==> src/design/gik_pkg.sv <==
// shared types, codes and constants for the isotropic gabor kernel block
// used by gik_ctrl, gik_datapath and gabor_iso_kernel_core; no dependencies
package gik_pkg;

    // datapath operation codes, one per step of the shared multiplier
    typedef enum logic [4:0] {
        OP_NONE,
        OP_ACC,
        OP_D2_HI,
        OP_D2_LO,
        OP_DP_HI,
        OP_DP_LO,
        OP_T,
        OP_Z,
        OP_EA,
        OP_EB,
        OP_SX,
        OP_SX2,
        OP_SH,
        OP_SF,
        OP_KM,
        OP_WM,
        OP_G1,
        OP_P1,
        OP_P2,
        OP_G2
    } gik_op_t;

    // controller to datapath
    typedef struct packed {
        gik_op_t    op;
        logic       sel_cos;
        logic [2:0] cnt;
        logic       load_in;
        logic       out_load;
    } gik_cmd_t;

    // datapath to controller
    typedef struct packed {
        logic out_free;
    } gik_status_t;

    // register indexes
    localparam logic [7:0] CFG_INV_LENGTH_SQ = 8'd0;
    localparam logic [7:0] CFG_INV_PERIOD    = 8'd1;

    localparam logic [31:0] INV_RESET      = 32'd65536;
    localparam logic [30:0] Q30_ONE        = 31'h4000_0000;
    localparam logic [31:0] HALF_LOG2E_Q32 = 32'd3098164012;
    localparam logic [29:0] LN2_Q30        = 30'd744261118;
    localparam logic [30:0] TWO_PI_Q28     = 31'd1686629713;
    localparam logic [31:0] SIN_C9         = 32'd172272;

    // ceil(2^33 / k) for k = idx + 1, exact quotient for 30-bit dividends
    function automatic logic [33:0] recip_k(input logic [2:0] idx);
        logic [33:0] r;
        begin
            case (idx)
                3'd0:    r = 34'd8589934592;
                3'd1:    r = 34'd4294967296;
                3'd2:    r = 34'd2863311531;
                3'd3:    r = 34'd2147483648;
                3'd4:    r = 34'd1717986919;
                3'd5:    r = 34'd1431655766;
                3'd6:    r = 34'd1227133514;
                default: r = 34'd1073741824;
            endcase
            return r;
        end
    endfunction

    // quarter-wave sine coefficients, index 3 is the first horner step
    function automatic logic [31:0] sin_coef(input logic [1:0] idx);
        logic [31:0] c;
        begin
            case (idx)
                2'd0:    c = 32'd1686629713;
                2'd1:    c = 32'd693598669;
                2'd2:    c = 32'd85569306;
                default: c = 32'd5026995;
            endcase
            return c;
        end
    endfunction

endpackage

==> src/design/gik_ctrl.sv <==
// sequencer for the gabor kernel: input handshake, accumulation and
// the multiply schedule of the final evaluation; uses gik_pkg
module gik_ctrl #(
    parameter int DIMENSIONS = 4
) (
    input  logic                 clk,
    input  logic                 rst_n,
    input  logic                 in_valid,
    output logic                 in_ready,
    output gik_pkg::gik_cmd_t    cmd,
    input  gik_pkg::gik_status_t status
);
    import gik_pkg::*;

    localparam int CW = (DIMENSIONS > 1) ? $clog2(DIMENSIONS) : 1;
    localparam logic [CW-1:0] LAST = CW'(DIMENSIONS - 1);

    typedef enum logic [3:0] {
        ST_IDLE = 4'b0001,
        ST_ACC  = 4'b0010,
        ST_CALC = 4'b0100,
        ST_OUT  = 4'b1000
    } state_t;

    state_t        state_reg, state_next;
    gik_op_t       op_reg, op_next;
    logic [2:0]    cnt_reg, cnt_next;
    logic          sel_reg, sel_next;
    logic [CW-1:0] coord_reg, coord_next;

    // next state and command
    always_comb
    begin
        state_next   = state_reg;
        op_next      = op_reg;
        cnt_next     = cnt_reg;
        sel_next     = sel_reg;
        coord_next   = coord_reg;
        in_ready     = 1'b0;
        cmd.op       = OP_NONE;
        cmd.sel_cos  = sel_reg;
        cmd.cnt      = cnt_reg;
        cmd.load_in  = 1'b0;
        cmd.out_load = 1'b0;
        case (state_reg)
            ST_IDLE:
            begin
                in_ready = 1'b1;
                if (in_valid)
                begin
                    cmd.load_in = 1'b1;
                    state_next  = ST_ACC;
                end
            end
            ST_ACC:
            begin
                cmd.op = OP_ACC;
                if (coord_reg == LAST)
                begin
                    coord_next = '0;
                    state_next = ST_CALC;
                    op_next    = OP_D2_HI;
                end
                else
                begin
                    coord_next = coord_reg + 1'b1;
                    state_next = ST_IDLE;
                end
            end
            ST_CALC:
            begin
                cmd.op = op_reg;
                case (op_reg)
                    OP_D2_HI: op_next = OP_D2_LO;
                    OP_D2_LO: op_next = OP_DP_HI;
                    OP_DP_HI: op_next = OP_DP_LO;
                    OP_DP_LO: op_next = OP_T;
                    OP_T:     op_next = OP_Z;
                    OP_Z:
                    begin
                        op_next  = OP_EA;
                        cnt_next = 3'd7;
                    end
                    OP_EA:    op_next = OP_EB;
                    OP_EB:
                    begin
                        if (cnt_reg == 3'd0)
                        begin
                            op_next  = OP_SX;
                            sel_next = 1'b1;
                        end
                        else
                        begin
                            op_next  = OP_EA;
                            cnt_next = cnt_reg - 1'b1;
                        end
                    end
                    OP_SX:
                    begin
                        op_next  = OP_SX2;
                        cnt_next = 3'd3;
                    end
                    OP_SX2:   op_next = OP_SH;
                    OP_SH:
                    begin
                        if (cnt_reg == 3'd0)
                            op_next = OP_SF;
                        else
                            cnt_next = cnt_reg - 1'b1;
                    end
                    OP_SF:
                    begin
                        if (sel_reg)
                        begin
                            sel_next = 1'b0;
                            op_next  = OP_SX;
                        end
                        else
                            op_next = OP_KM;
                    end
                    OP_KM:    op_next = OP_WM;
                    OP_WM:    op_next = OP_G1;
                    OP_G1:    op_next = OP_P1;
                    OP_P1:    op_next = OP_P2;
                    OP_P2:    op_next = OP_G2;
                    OP_G2:
                    begin
                        op_next    = OP_NONE;
                        state_next = ST_OUT;
                    end
                    default:
                    begin
                        op_next    = OP_NONE;
                        state_next = ST_IDLE;
                    end
                endcase
            end
            ST_OUT:
            begin
                if (status.out_free)
                begin
                    cmd.out_load = 1'b1;
                    state_next   = ST_IDLE;
                end
            end
            default:
            begin
                state_next = ST_IDLE;
            end
        endcase
    end

    // control registers
    always_ff @(posedge clk or negedge rst_n)
    begin
        if (!rst_n)
        begin
            state_reg <= ST_IDLE;
            op_reg    <= OP_NONE;
            cnt_reg   <= '0;
            sel_reg   <= 1'b0;
            coord_reg <= '0;
        end
        else
        begin
            state_reg <= state_next;
            op_reg    <= op_next;
            cnt_reg   <= cnt_next;
            sel_reg   <= sel_next;
            coord_reg <= coord_next;
        end
    end

endmodule

==> src/design/gik_datapath.sv <==
// datapath of the gabor kernel: accumulators, one shared 34x34 multiplier,
// exp and sine stepping registers, config registers and output register; uses gik_pkg
module gik_datapath (
    input  logic                 clk,
    input  logic                 rst_n,
    input  gik_pkg::gik_cmd_t    cmd,
    output gik_pkg::gik_status_t status,
    input  logic [63:0]          in_data,
    input  logic                 cfg_valid,
    input  logic [7:0]           cfg_index,
    input  logic [31:0]          cfg_data,
    output logic                 out_valid,
    input  logic                 out_ready,
    output logic [95:0]          out_data
);
    import gik_pkg::*;

    // saturate a magnitude and sign to a 32-bit two's complement value
    function automatic logic [31:0] sat32(input logic [35:0] mag, input logic neg);
        logic [35:0] m;
        begin
            if (neg)
            begin
                m = (mag > 36'h0_8000_0000) ? 36'h0_8000_0000 : mag;
                m = ~m + 36'd1;
            end
            else
                m = (mag > 36'h0_7FFF_FFFF) ? 36'h0_7FFF_FFFF : mag;
            return m[31:0];
        end
    endfunction

    // control and state registers (reset)
    logic [31:0] ils_reg, ils_next;
    logic [31:0] ip_reg, ip_next;
    logic [63:0] ss_reg, ss_next;
    logic [39:0] ds_reg, ds_next;
    logic        mvalid_reg, mvalid_next;

    // payload registers
    logic [32:0] diff_reg, diff_next;
    logic [63:0] hi_reg, hi_next;
    logic [39:0] amag_reg, amag_next;
    logic        dneg_reg, dneg_next;
    logic [31:0] d2_reg, d2_next;
    logic [56:0] dpm_reg, dpm_next;
    logic [15:0] phase_reg, phase_next;
    logic [31:0] t_reg, t_next;
    logic [29:0] z_reg, z_next;
    logic [30:0] e_reg, e_next;
    logic [29:0] tmp_reg, tmp_next;
    logic [30:0] x_reg, x_next;
    logic [30:0] x2_reg, x2_next;
    logic [31:0] poly_reg, poly_next;
    logic        qneg_reg, qneg_next;
    logic [30:0] kexp_reg, kexp_next;
    logic [30:0] cmag_reg, cmag_next;
    logic [30:0] smag_reg, smag_next;
    logic        cneg_reg, cneg_next;
    logic        sneg_reg, sneg_next;
    logic [30:0] km_reg, km_next;
    logic [30:0] wm_reg, wm_next;
    logic [32:0] prod_reg, prod_next;
    logic [31:0] kv_reg, kv_next;
    logic [31:0] gl_reg, gl_next;
    logic [31:0] gp_reg, gp_next;
    logic [95:0] mdata_reg, mdata_next;

    logic [33:0] mul_a, mul_b;
    logic [67:0] mul_p;
    logic [32:0] adiff;

    logic [64:0] ss_sum;
    logic [40:0] ds_sum;
    logic [63:0] d2_sum;
    logic [56:0] dpm_v;
    logic [15:0] ph16;
    logic [14:0] x15;
    logic [31:0] sf_v;
    logic [30:0] sf_c;
    logic [30:0] km_v;
    logic [59:0] pr_sum;
    logic [35:0] g_v;

    assign adiff = diff_reg[32] ? (~diff_reg + 33'd1) : diff_reg;

    // shared multiplier operand select
    always_comb
    begin
        mul_a = '0;
        mul_b = '0;
        case (cmd.op)
            OP_ACC:
            begin
                mul_a = {1'b0, adiff};
                mul_b = {1'b0, adiff};
            end
            OP_D2_HI:
            begin
                mul_a = {2'b0, ss_reg[63:32]};
                mul_b = {2'b0, ils_reg};
            end
            OP_D2_LO:
            begin
                mul_a = {2'b0, ss_reg[31:0]};
                mul_b = {2'b0, ils_reg};
            end
            OP_DP_HI:
            begin
                mul_a = {26'b0, amag_reg[39:32]};
                mul_b = {2'b0, ip_reg};
            end
            OP_DP_LO:
            begin
                mul_a = {2'b0, amag_reg[31:0]};
                mul_b = {2'b0, ip_reg};
            end
            OP_T:
            begin
                mul_a = {2'b0, d2_reg};
                mul_b = {2'b0, HALF_LOG2E_Q32};
            end
            OP_Z:
            begin
                mul_a = {18'b0, t_reg[15:0]};
                mul_b = {4'b0, LN2_Q30};
            end
            OP_EA:
            begin
                mul_a = {4'b0, z_reg};
                mul_b = {3'b0, e_reg};
            end
            OP_EB:
            begin
                mul_a = {4'b0, tmp_reg};
                mul_b = recip_k(cmd.cnt);
            end
            OP_SX2:
            begin
                mul_a = {3'b0, x_reg};
                mul_b = {3'b0, x_reg};
            end
            OP_SH:
            begin
                mul_a = {3'b0, x2_reg};
                mul_b = {2'b0, poly_reg};
            end
            OP_SF:
            begin
                mul_a = {3'b0, x_reg};
                mul_b = {2'b0, poly_reg};
            end
            OP_KM:
            begin
                mul_a = {3'b0, kexp_reg};
                mul_b = {3'b0, cmag_reg};
            end
            OP_WM:
            begin
                mul_a = {3'b0, kexp_reg};
                mul_b = {3'b0, smag_reg};
            end
            OP_G1:
            begin
                mul_a = {2'b0, d2_reg};
                mul_b = {3'b0, km_reg};
            end
            OP_P1:
            begin
                mul_a = {7'b0, dpm_reg[56:30]};
                mul_b = {3'b0, wm_reg};
            end
            OP_P2:
            begin
                mul_a = {4'b0, dpm_reg[29:0]};
                mul_b = {3'b0, wm_reg};
            end
            OP_G2:
            begin
                mul_a = {1'b0, prod_reg};
                mul_b = {3'b0, TWO_PI_Q28};
            end
            default:
            begin
                mul_a = '0;
                mul_b = '0;
            end
        endcase
    end

    assign mul_p = mul_a * mul_b;

    // next values per operation
    always_comb
    begin
        ils_next    = ils_reg;
        ip_next     = ip_reg;
        ss_next     = ss_reg;
        ds_next     = ds_reg;
        mvalid_next = mvalid_reg;
        diff_next   = diff_reg;
        hi_next     = hi_reg;
        amag_next   = amag_reg;
        dneg_next   = dneg_reg;
        d2_next     = d2_reg;
        dpm_next    = dpm_reg;
        phase_next  = phase_reg;
        t_next      = t_reg;
        z_next      = z_reg;
        e_next      = e_reg;
        tmp_next    = tmp_reg;
        x_next      = x_reg;
        x2_next     = x2_reg;
        poly_next   = poly_reg;
        qneg_next   = qneg_reg;
        kexp_next   = kexp_reg;
        cmag_next   = cmag_reg;
        smag_next   = smag_reg;
        cneg_next   = cneg_reg;
        sneg_next   = sneg_reg;
        km_next     = km_reg;
        wm_next     = wm_reg;
        prod_next   = prod_reg;
        kv_next     = kv_reg;
        gl_next     = gl_reg;
        gp_next     = gp_reg;
        mdata_next  = mdata_reg;

        ss_sum = {1'b0, ss_reg} + {1'b0, mul_p[63:0]};
        ds_sum = {ds_reg[39], ds_reg} + {{8{diff_reg[32]}}, diff_reg};
        d2_sum = hi_reg + {32'b0, mul_p[63:32]};
        dpm_v  = {hi_reg[40:0], 16'b0} + {9'b0, mul_p[63:16]};
        ph16   = cmd.sel_cos ? (phase_reg + 16'h4000) : phase_reg;
        x15    = ph16[14] ? (15'h4000 - {1'b0, ph16[13:0]}) : {1'b0, ph16[13:0]};
        sf_v   = mul_p[61:30];
        sf_c   = (sf_v > {1'b0, Q30_ONE}) ? Q30_ONE : sf_v[30:0];
        km_v   = mul_p[60:30];
        pr_sum = hi_reg[59:0] + {28'b0, mul_p[61:30]};
        g_v    = mul_p[63:28];

        // config writes
        if (cfg_valid)
        begin
            if (cfg_index == CFG_INV_LENGTH_SQ)
                ils_next = cfg_data;
            else if (cfg_index == CFG_INV_PERIOD)
                ip_next = cfg_data;
        end

        // input difference
        if (cmd.load_in)
            diff_next = {in_data[31], in_data[31:0]} - {in_data[63], in_data[63:32]};

        case (cmd.op)
            OP_ACC:
            begin
                ss_next = ss_sum[64] ? '1 : ss_sum[63:0];
                if (ds_sum[40] != ds_sum[39])
                    ds_next = ds_sum[40] ? 40'h80_0000_0000 : 40'h7F_FFFF_FFFF;
                else
                    ds_next = ds_sum[39:0];
            end
            OP_D2_HI:
            begin
                hi_next   = mul_p[63:0];
                amag_next = ds_reg[39] ? (~ds_reg + 40'd1) : ds_reg;
                dneg_next = ds_reg[39];
            end
            OP_D2_LO:
            begin
                d2_next = (|d2_sum[63:32]) ? 32'hFFFF_FFFF : d2_sum[31:0];
            end
            OP_DP_HI:
            begin
                hi_next = {24'b0, mul_p[39:0]};
            end
            OP_DP_LO:
            begin
                dpm_next   = dpm_v;
                phase_next = dneg_reg ? (16'h0 - dpm_v[15:0]) : dpm_v[15:0];
            end
            OP_T:
            begin
                t_next = mul_p[63:32];
            end
            OP_Z:
            begin
                z_next = mul_p[45:16];
                e_next = Q30_ONE;
            end
            OP_EA:
            begin
                tmp_next = mul_p[59:30];
            end
            OP_EB:
            begin
                e_next = Q30_ONE - {1'b0, mul_p[62:33]};
            end
            OP_SX:
            begin
                x_next    = {x15, 16'b0};
                qneg_next = ph16[15];
                if (t_reg[31:16] >= 16'd31)
                    kexp_next = '0;
                else
                    kexp_next = e_reg >> t_reg[20:16];
            end
            OP_SX2:
            begin
                x2_next   = mul_p[60:30];
                poly_next = SIN_C9;
            end
            OP_SH:
            begin
                poly_next = sin_coef(cmd.cnt[1:0]) - mul_p[61:30];
            end
            OP_SF:
            begin
                if (cmd.sel_cos)
                begin
                    cmag_next = sf_c;
                    cneg_next = qneg_reg && (sf_c != '0);
                end
                else
                begin
                    smag_next = sf_c;
                    sneg_next = qneg_reg && (sf_c != '0);
                end
            end
            OP_KM:
            begin
                km_next = km_v;
                kv_next = cneg_reg ? (32'h0 - {1'b0, km_v}) : {1'b0, km_v};
            end
            OP_WM:
            begin
                wm_next = mul_p[60:30];
            end
            OP_G1:
            begin
                gl_next = sat32(mul_p[65:30], cneg_reg && (km_reg != '0));
            end
            OP_P1:
            begin
                hi_next = mul_p[63:0];
            end
            OP_P2:
            begin
                prod_next = (pr_sum > 60'h1_0000_0000) ? 33'h1_0000_0000 : pr_sum[32:0];
            end
            OP_G2:
            begin
                gp_next = sat32(g_v, (dneg_reg != sneg_reg) && (g_v != '0));
            end
            default:
            begin
                hi_next = hi_reg;
            end
        endcase

        // output register and accumulator clear
        if (cmd.out_load)
        begin
            mdata_next  = {gp_reg, gl_reg, kv_reg};
            mvalid_next = 1'b1;
            ss_next     = '0;
            ds_next     = '0;
        end
        else if (out_ready)
            mvalid_next = 1'b0;
    end

    // registers with reset
    always_ff @(posedge clk or negedge rst_n)
    begin
        if (!rst_n)
        begin
            ils_reg    <= INV_RESET;
            ip_reg     <= INV_RESET;
            ss_reg     <= '0;
            ds_reg     <= '0;
            mvalid_reg <= 1'b0;
        end
        else
        begin
            ils_reg    <= ils_next;
            ip_reg     <= ip_next;
            ss_reg     <= ss_next;
            ds_reg     <= ds_next;
            mvalid_reg <= mvalid_next;
        end
    end

    // payload registers
    always_ff @(posedge clk)
    begin
        diff_reg  <= diff_next;
        hi_reg    <= hi_next;
        amag_reg  <= amag_next;
        dneg_reg  <= dneg_next;
        d2_reg    <= d2_next;
        dpm_reg   <= dpm_next;
        phase_reg <= phase_next;
        t_reg     <= t_next;
        z_reg     <= z_next;
        e_reg     <= e_next;
        tmp_reg   <= tmp_next;
        x_reg     <= x_next;
        x2_reg    <= x2_next;
        poly_reg  <= poly_next;
        qneg_reg  <= qneg_next;
        kexp_reg  <= kexp_next;
        cmag_reg  <= cmag_next;
        smag_reg  <= smag_next;
        cneg_reg  <= cneg_next;
        sneg_reg  <= sneg_next;
        km_reg    <= km_next;
        wm_reg    <= wm_next;
        prod_reg  <= prod_next;
        kv_reg    <= kv_next;
        gl_reg    <= gl_next;
        gp_reg    <= gp_next;
        mdata_reg <= mdata_next;
    end

    assign status.out_free = !mvalid_reg || out_ready;
    assign out_valid       = mvalid_reg;
    assign out_data        = mdata_reg;

endmodule

==> src/design/gabor_iso_kernel_core.sv <==
// usage:
// isotropic gabor covariance for one pair of points. the slave stream takes
// one coordinate request per item (left and right coordinate, Q16.16); after
// DIMENSIONS requests the master stream presents one result: kernel value
// (Q2.30), gradient for log length and gradient for log period (Q16.16,
// saturating). the config channel writes register 0 (one over squared
// length) and register 1 (one over period), unsigned Q16.16, both 1.0 after
// reset; the config channel is always ready and must only be used while idle.
// each coordinate is accepted, then accumulated. the last one of a pair adds
// the evaluation, run by the single shared 34x34 multiplier that steps
// through the exp and sine series. the result sits in an output register;
// if the receiver stalls, new coordinates are still taken and the next
// result waits until the held one is taken. reset clears the accumulators,
// the sequencer and the output valid.
// gabor_iso_kernel_core: top level, instantiates gik_ctrl and gik_datapath
module gabor_iso_kernel_core #(
    parameter int DIMENSIONS = 4
) (
    input  logic        clk,
    input  logic        rst_n,
    input  logic        s_tvalid,
    output logic        s_tready,
    input  logic [63:0] s_tdata,   // left_coord [31:0], right_coord [63:32]
    output logic        m_tvalid,
    input  logic        m_tready,
    output logic [95:0] m_tdata,   // kernel_value [31:0], grad_log_length [63:32],
                                   // grad_log_period [95:64]
    input  logic        cfg_valid,
    output logic        cfg_ready,
    input  logic [7:0]  cfg_index,
    input  logic [31:0] cfg_data
);
    import gik_pkg::*;

    gik_cmd_t    cmd;
    gik_status_t status;

    assign cfg_ready = 1'b1;

    // sequencer
    gik_ctrl #(
        .DIMENSIONS(DIMENSIONS)
    ) u_ctrl (
        .clk     (clk),
        .rst_n   (rst_n),
        .in_valid(s_tvalid),
        .in_ready(s_tready),
        .cmd     (cmd),
        .status  (status)
    );

    // arithmetic
    gik_datapath u_datapath (
        .clk      (clk),
        .rst_n    (rst_n),
        .cmd      (cmd),
        .status   (status),
        .in_data  (s_tdata),
        .cfg_valid(cfg_valid),
        .cfg_index(cfg_index),
        .cfg_data (cfg_data),
        .out_valid(m_tvalid),
        .out_ready(m_tready),
        .out_data (m_tdata)
    );

endmodule
==> config.mk <==
export PLATFORM = sky130hd
export DESIGN_NAME = gabor_iso_kernel_core
export DESIGN_NICKNAME = d
export VERILOG_FILES = /design/src/design/gik_pkg.sv /design/src/design/gik_ctrl.sv /design/src/design/gik_datapath.sv /design/src/design/gabor_iso_kernel_core.sv
export SDC_FILE = /design/constraint.sdc
export NUM_CORES = 2
export LEC_CHECK = 0
export ABC_AREA = 0
export BUFFER_PORTS_ARGS = -buffer_cell sky130_fd_sc_hd__buf_2
export CAP_MARGIN = 20
export CORE_AREA = 2 2 435 437
export DETAILED_ROUTE_END_ITERATION = 8
export DIE_AREA = 0 0 437 439
export PLACE_DENSITY = 0.77
export SYNTH_ARGS = -nofsm -noshare
export SYNTH_HDL_FRONTEND = slang
export SYNTH_SLANG_ARGS = --single-unit
==> constraint.sdc <==
create_clock -name clk -period 15.4 [get_ports clk]
set_input_delay 0.77 -clock clk [delete_from_list [all_inputs] [get_ports clk]]
set_output_delay 0.77 -clock clk [all_outputs]
set_load 0.01 [all_outputs]
# Word-level counts from Yosys, hierarchy flattened
# Cells that the tools add are included.
# word_totals
regBits	1011
in_bits	109
output_inout_bits	99
# op_classes
addsub	18
n_mul	1
magnitude_cmp	7
eq_ne	60
n_shift	1
mux	52
bitwise	6
n_reduce_logical	38
# op_table
operator	count
33-bit case mux with 15 select lines	1
34-bit case mux with 14 select lines	1
34-bit case mux with 7 select lines	1
32-bit 2-to-1 mux	7
64-bit 2-to-1 mux	3
40-bit 2-to-1 mux	4
64-bit case mux with 2 select lines	1
31-bit case mux with 3 select lines	1
5-bit case mux with 17 select lines	1
5-bit by 4-bit == test with 1-bit output, second input constant	16
36-bit by 31-bit > comparator with 1-bit output, second input constant	2
36-bit by 32-bit > comparator with 1-bit output, second input constant	2
33-bit by 34-bit multiplier with 66-bit output	1
64-bit by 64-bit adder with 65-bit output	1
32-bit by 1-bit adder with 32-bit output, second input constant	2
64-bit by 32-bit adder with 64-bit output	1
32-bit NOT	2
32-bit case mux with 2 select lines	1
31-bit 2-to-1 mux	2
31-bit case mux with 2 select lines	1
31-bit nonzero test	2
60-bit by 32-bit adder with 60-bit output	1
60-bit by 33-bit > comparator with 1-bit output, second input constant	1
57-bit by 48-bit adder with 57-bit output	1
other kinds (64)	127

# Logic depth before layout (Yosys ltp)
# depth
depth_word	11
depth_mapped	58
depth_no_buf	52

# Hierarchy
# From an unflattened synthesis, not the netlist that was laid out.
# unflattened
cells_unflattened	9666
hier_area_um2	93961.4
# by_module_without_submodules
mod	instances	cells_per_inst	area_per_inst_um2
gik_datapath	1	9556	92924.1
gik_ctrl	1	108	1026.0
gabor_iso_kernel_core	1	2	11.3

# Least setup slack after synthesis
# OpenSTA, ideal clock, no wires.
# synth_timing
kind	register -> register
from	register u_ctrl.state_reg[3]
to	register u_datapath.d2_reg[0], data pin
setup_ns	0.257
arrival_time_ns	15.642
required_ns	15.143
setup_slack_ns	-0.499
path_stages_with_launch	50
path_buffers	6
period_less_slack_ns	15.899
cell_sequence	dfrtp_1 > nor4b_1 > a21oi_1 > a21o_1 > clkbuf_1 > nor2_1 > clkbuf_1 > clkbuf_1 > a222oi_1 > nand2_1 > clkbuf_1 > nand2_1 > fa_1 > fa_1 > inv_1 > fa_1 > inv_1 > fa_1 > [14 not listed] > o21ai_2 > o31ai_1 > xor2_1 > ha_1 > o21a_1 > o21ai_0 > or3_1 > o21ai_1 > a31oi_2 > o311ai_2 > o2111ai_1 > xnor2_1 > or4_1 > or4_1 > nor4_1 > and4b_1 > buf_2 > nand2b_1
# synth_between
elab_chain_len	8
word_cells_on_any_way	33
cone_classes	add/sub: 1; mul: 1; eq/ne: 20; mux: 3; reduce/logical: 8
# synth_lines
item	line_no	rtl
from (decl)	gik_ctrl.sv:25	state_t state_reg, state_next;
from (signal assigned)	gik_ctrl.sv:166	state_reg <= state_next;
4-bit by 3-bit == test with 1-bit output or 4-bit by 2-bit == test with 1-bit output (tied branches)	gik_ctrl.sv:45	case (state_reg)
5-bit case mux with 2 select lines (*)	gik_ctrl.sv:45	
5-bit by 3-bit == test with 1-bit output (tied with other cells)	gik_datapath.sv:92	case (cmd.op)
2-bit OR reduction (no line)	--	
33-bit case mux with 15 select lines or 34-bit case mux with 14 select lines (tied branches)	gik_datapath.sv:92	
33-bit by 34-bit multiplier with 66-bit output (*)	gik_datapath.sv:191	assign mul_p = mul_a * mul_b;
net u_datapath.mul_p[42]	gik_datapath.sv:70	logic [67:0] mul_p;
64-bit by 32-bit adder with 64-bit output (*)	gik_datapath.sv:231	d2_sum = hi_reg + {32'b0, mul_p[63:32]};
net u_datapath.d2_sum[36]	gik_datapath.sv:75	logic [63:0] d2_sum;
32-bit OR reduction (*)	gik_datapath.sv:271	d2_next = (|d2_sum[63:32]) ? 32'hFFFF_FFFF : d2_sum[31:0];
to (signal assigned)	gik_datapath.sv:401	d2_reg <= d2_next;
to (decl)	gik_datapath.sv:45	logic [31:0] d2_reg, d2_next;
# Mark *: on every way through the listed nets, which the timed path passes. The rest lies on a longest branch.
# A chain may end at the register's enable or synchronous reset.

# Worst setup path after layout
# layout_timing
from	register u_datapath.diff_reg[17]
to	register u_datapath.d2_reg[5], data pin
# layout_between
elab_chain_len	7
word_cells_on_any_way	8
cone_classes	add/sub: 2; mul: 1; mux: 3; bitwise: 1; reduce/logical: 1
# layout_lines
item	line_no	rtl
from (decl)	gik_datapath.sv:41	logic [32:0] diff_reg, diff_next;
from (signal assigned)	gik_datapath.sv:397	diff_reg <= diff_next;
33-bit NOT	gik_datapath.sv:85	assign adiff = diff_reg[32] ? (~diff_reg + 33'd1) : diff_reg;
33-bit by 1-bit adder with 33-bit output	gik_datapath.sv:85	
33-bit 2-to-1 mux (*)	gik_datapath.sv:85	
33-bit case mux with 15 select lines or 34-bit case mux with 14 select lines (tied branches)	gik_datapath.sv:92	
33-bit by 34-bit multiplier with 66-bit output (*)	gik_datapath.sv:191	
net u_datapath.mul_p[63]	gik_datapath.sv:70	
64-bit by 32-bit adder with 64-bit output (*)	gik_datapath.sv:231	
net u_datapath.d2_sum[36]	gik_datapath.sv:75	
32-bit OR reduction (*)	gik_datapath.sv:271	
# Marks and branches as above.

==> results.md <==
- Power share of the clock group: 26.2%
- Remaining DRCs: 4
- Global-route wire length before repair: around 600,000 um
- Pre-CTS setup slack: just over 0.03 ns
- CP dominant cell by count: fa_1
- Layout filler cell count: roughly 16,000
- Clk sinks: between 1,000 and 1,500
- Synth Flop Type: edfxtp_1
- Reg2reg path depth: between 40 and 50
- Initial Util: between 40% and 50%
- Clock Skews: ~0.084 ns
- Crit path DAT: ~16 ns
- Num rows: around 160
- CTS tree: built
- Compound-Gate Fraction of Synth Area: between 10% and 20%
- WP data required: around 16 ns
- Die area: around 190,000 um^2
- WS Path Type: flop to flop
- Port-buffer cells: roughly 210
- Fmax: 66.2 MHz
- Worst setup path startpoint: u_datapath.diff_reg[17]
- Worst-path fanout max: 20
- Fin area: between 100,000 and 150,000 um^2
- Core Box Area: about 190,000 um^2
- Mapped Area: just over 90,000 um^2
- Adder-Cell Fraction of Synth Area: between 20% and 30%
- Leading area contributor after synthesis: edfxtp_1
- XOR/XNOR Fraction of Synth Area: 3.93%
- Share of cells above drive strength 1: roughly 17%
- Hold Violations, Final: 0
- Fin crit share: roughly 98%
- Layout Nets: approximately 12,000
- Internal power: roughly 0.0063 W
- H-tree levels: 3
- Synth warn: 0
- Post-synthesis mux area share: around 1.9%
- Hold Crit Class: input port to flop
- Synth Area in Simple Gates: 14.3%
- Post-synth EDFFs: ~830
- Die width: 437 um
- Min Clock Period, post-route: approximately 15 ns
- Vias in the first global route: about 81,000
- Synth async-reset ratio: a little under a fifth
- Avg WL per Cell: 33.0 um
- P_sw: roughly 0.0042 W
- GR Overflow Total: 0
- Lkg Pwr: between 40 and 50 nW
- Number of flip-flops in the largest register: 96
- DPL Wire Length: about 350,000 um
- R2r endpoint: u_datapath.d2_reg[5]
- Drt first pass iters: 9
- Chip height: 439 um
- Num CTS Buffers: 108
- Root buf cell: clkbuf_16
- Antenna violations before repair: 43
- Post-route ant nets: 0
- Post-Synthesis Cells: approximately 9,500
- Clock transition at path regs: 0.07 ns
- # placed instances: 12,815
- Area added between synthesis and finish: 17.4%
- Multi-input gate area: just under 60,000 um^2
- CP max stage cell: xnor2_1
- Switching part of the total power: about two fifths
- Violated checks: design-rule violations
- Hold_sp: cfg_data[13]
- Slew headroom: between 10% and 20%
- DR iter-0 viols: 11,791
- Register Area: ~29,000 um^2
- Worst Slack Setup Final: ~0.30 ns
- Clk_lat worst skew: between 0.8 and 0.9 ns
- Top-area cell type share of the netlist area: 26.7%
- Register-to-register setup slack: approximately 0.30 ns
- Hold path cells: 2
- Final wirelength: about 430,000 um
- Pin count of the biggest net entering global routing: between 70 and 80
- Mapped Avg Cell Area: about 10 um^2
- Synth area leaders: edfxtp_1 27%, fa_1 21%, ha_1 6.8%
- Worst slew pin tran: 1.21 ns
- CP Launch Type: flop
- Vias per cell: around 6.3
- Post-route insts no fill: between 10,000 and 15,000
- Most common cell after layout, fill and taps aside: inv_1
- Worst VDD drop: 0.165 mV
- Detailed-route via count: slightly above 80,000
- Comb pwr share: ~41%
- R2r startpoint: u_datapath.diff_reg[17]
- Tot GR Track Use: about 44%
- Maximum root-to-sink buffer count: 3
- Most frequent cells in the layout: 1,266 x inv_1, 1,063 x nand2_1, 1,003 x buf_4
- Largest family of logic cells by synthesized area: adder cells
- Max-slew violation count: 0
- Area post-placement: roughly 100,000 um^2
- P per Cell Area: just under 100 nW/um^2
- Final setup viols: 0
- Hold Path End: u_datapath.ip_reg[13]
- #FFs+latches synth: 1,009
- Sequential fraction of the synthesis area: around a third
- Sequential power share: 33.0%
- Critical Path Max Stage Delay: 0.76 ns
- Worst setup EP type: flop
- RePlAce Congestion: between 1 and 1.5
- IO Pins: approximately 210
- Max-cap violations: 0
- Yosys cell types: about 120
- Status: finished, violations left
==> critical path: cells and delay by family, from the launching register on <==
kind            cells  cell delay [ns]
compound gates      9             1.96
xor+xnor            3             1.14
fa+ha+maj          10             5.04
buf+inv            10             1.66
flops               1             0.39
simple gates       16             4.50
==> power by group through the flow <==
stage / registers, W / logic (W) / clock network (W)
after floorplan: 0.00337 / 0.00236 / 0
after global placement: 0.00351 / 0.00407 / 0
after detailed placement: 0.00352 / 0.00412 / 0
after CTS: 0.00347 / 0.00416 / 0.00277
after global routing: 0.00348 / 0.00455 / 0.00286
final: 0.00349 / 0.00432 / 0.00277
==> metal layers <==
layer / routed length [um] / track usage (%) / vias up
met4: 29500 / 25.0 / 20
met1: 165000 / 60.0 / 41384
met5: 263 / 0 / -
met2: 181000 / 64.3 / 5650
met3: 55400 / 12.8 / 1150
li1: - / - / 34123
==> stage by stage <==
| step | util (%) | hold WS [ns] | setup TNS [ns] | power (W) |
|---|---|---|---|---|
| after floorplan | - | 0.400 | 0 | 0.00573 |
| after global placement | 56.0 | 0.401 | 0 | 0.00758 |
| after detailed placement | 56.1 | 0.405 | 0 | 0.00764 |
| after CTS | 58.1 | 0.164 | 0 | 0.0104 |
| after global routing | 58.3 | 0.212 | -1.00 | 0.0109 |
| final | 58.3 | 0.211 | 0 | 0.0106 |
==> final cells by class <==
type | instances | area share, %
timing repair buffer | 1287 | 9.25
clock inverter | 65 | 0.733
sequential | 1009 | 26.9
antenna | 20 | 0.0459
multi-input combinational | 6753 | 53.1
clock buffer | 135 | 2.66
tap | 2495 | 2.86
inverter | 1284 | 4.42
==> Yosys cell counts, types with 139 or more instances <==
| cell type | instances |
|---|---|
| a21o_1 | 145 |
| a21oi_1 | 433 |
| clkbuf_1 | 372 |
| dfrtp_1 | 181 |
| edfxtp_1 | 825 |
| fa_1 | 994 |
| ha_1 | 507 |
| inv_1 | 1269 |
| nand2_1 | 1066 |
| nand2b_1 | 139 |
| nand3_1 | 178 |
| nor2_1 | 931 |
| o21ai_0 | 339 |
| xnor2_1 | 284 |
==> repair_timing <==
| item | in CTS | in global routing |
|---|---|---|
| endpoints found under the setup margin | 13 | 66 |
| gates cloned | 0 | 2 |
| hold endpoints to repair | 45 | 0 |
| hold buffers | 1 | 0 |
| gates resized for setup | 1 | 45 |
| pin swaps | 1 | 9 |
| buffers inserted | 1 | 7 |
==> kinds of logic (layout without fill, tap and decap cells) <==
kind of cell             Yosys count  count (layout)
AND/OR/NAND/NOR                 2920            2921
AO/OA/AOI/OAI                   1764            1764
buffers and inverters           1732            2771
adder cells (fa/ha/maj)         1503            1503
flip-flops                      1009            1009
XOR/XNOR                         414             414
multiplexers                     141             141
other                              2              30
==> worst max-delay path by stage <==
stage / endpoint / slack, ns / cells after the start
floorplan: u_datapath.d2_reg[0] / 0.02 / 50
global placement: u_datapath.prod_reg[2] / 0.07 / 54
detailed placement: u_datapath.prod_reg[2] / 0.03 / 52
CTS: u_datapath.prod_reg[2] / 0.01 / 51
global route: u_datapath.d2_reg[23] / -0.05 / 57
finish: u_datapath.d2_reg[5] / 0.30 / 48
Power figures use the tool's default switching activity.
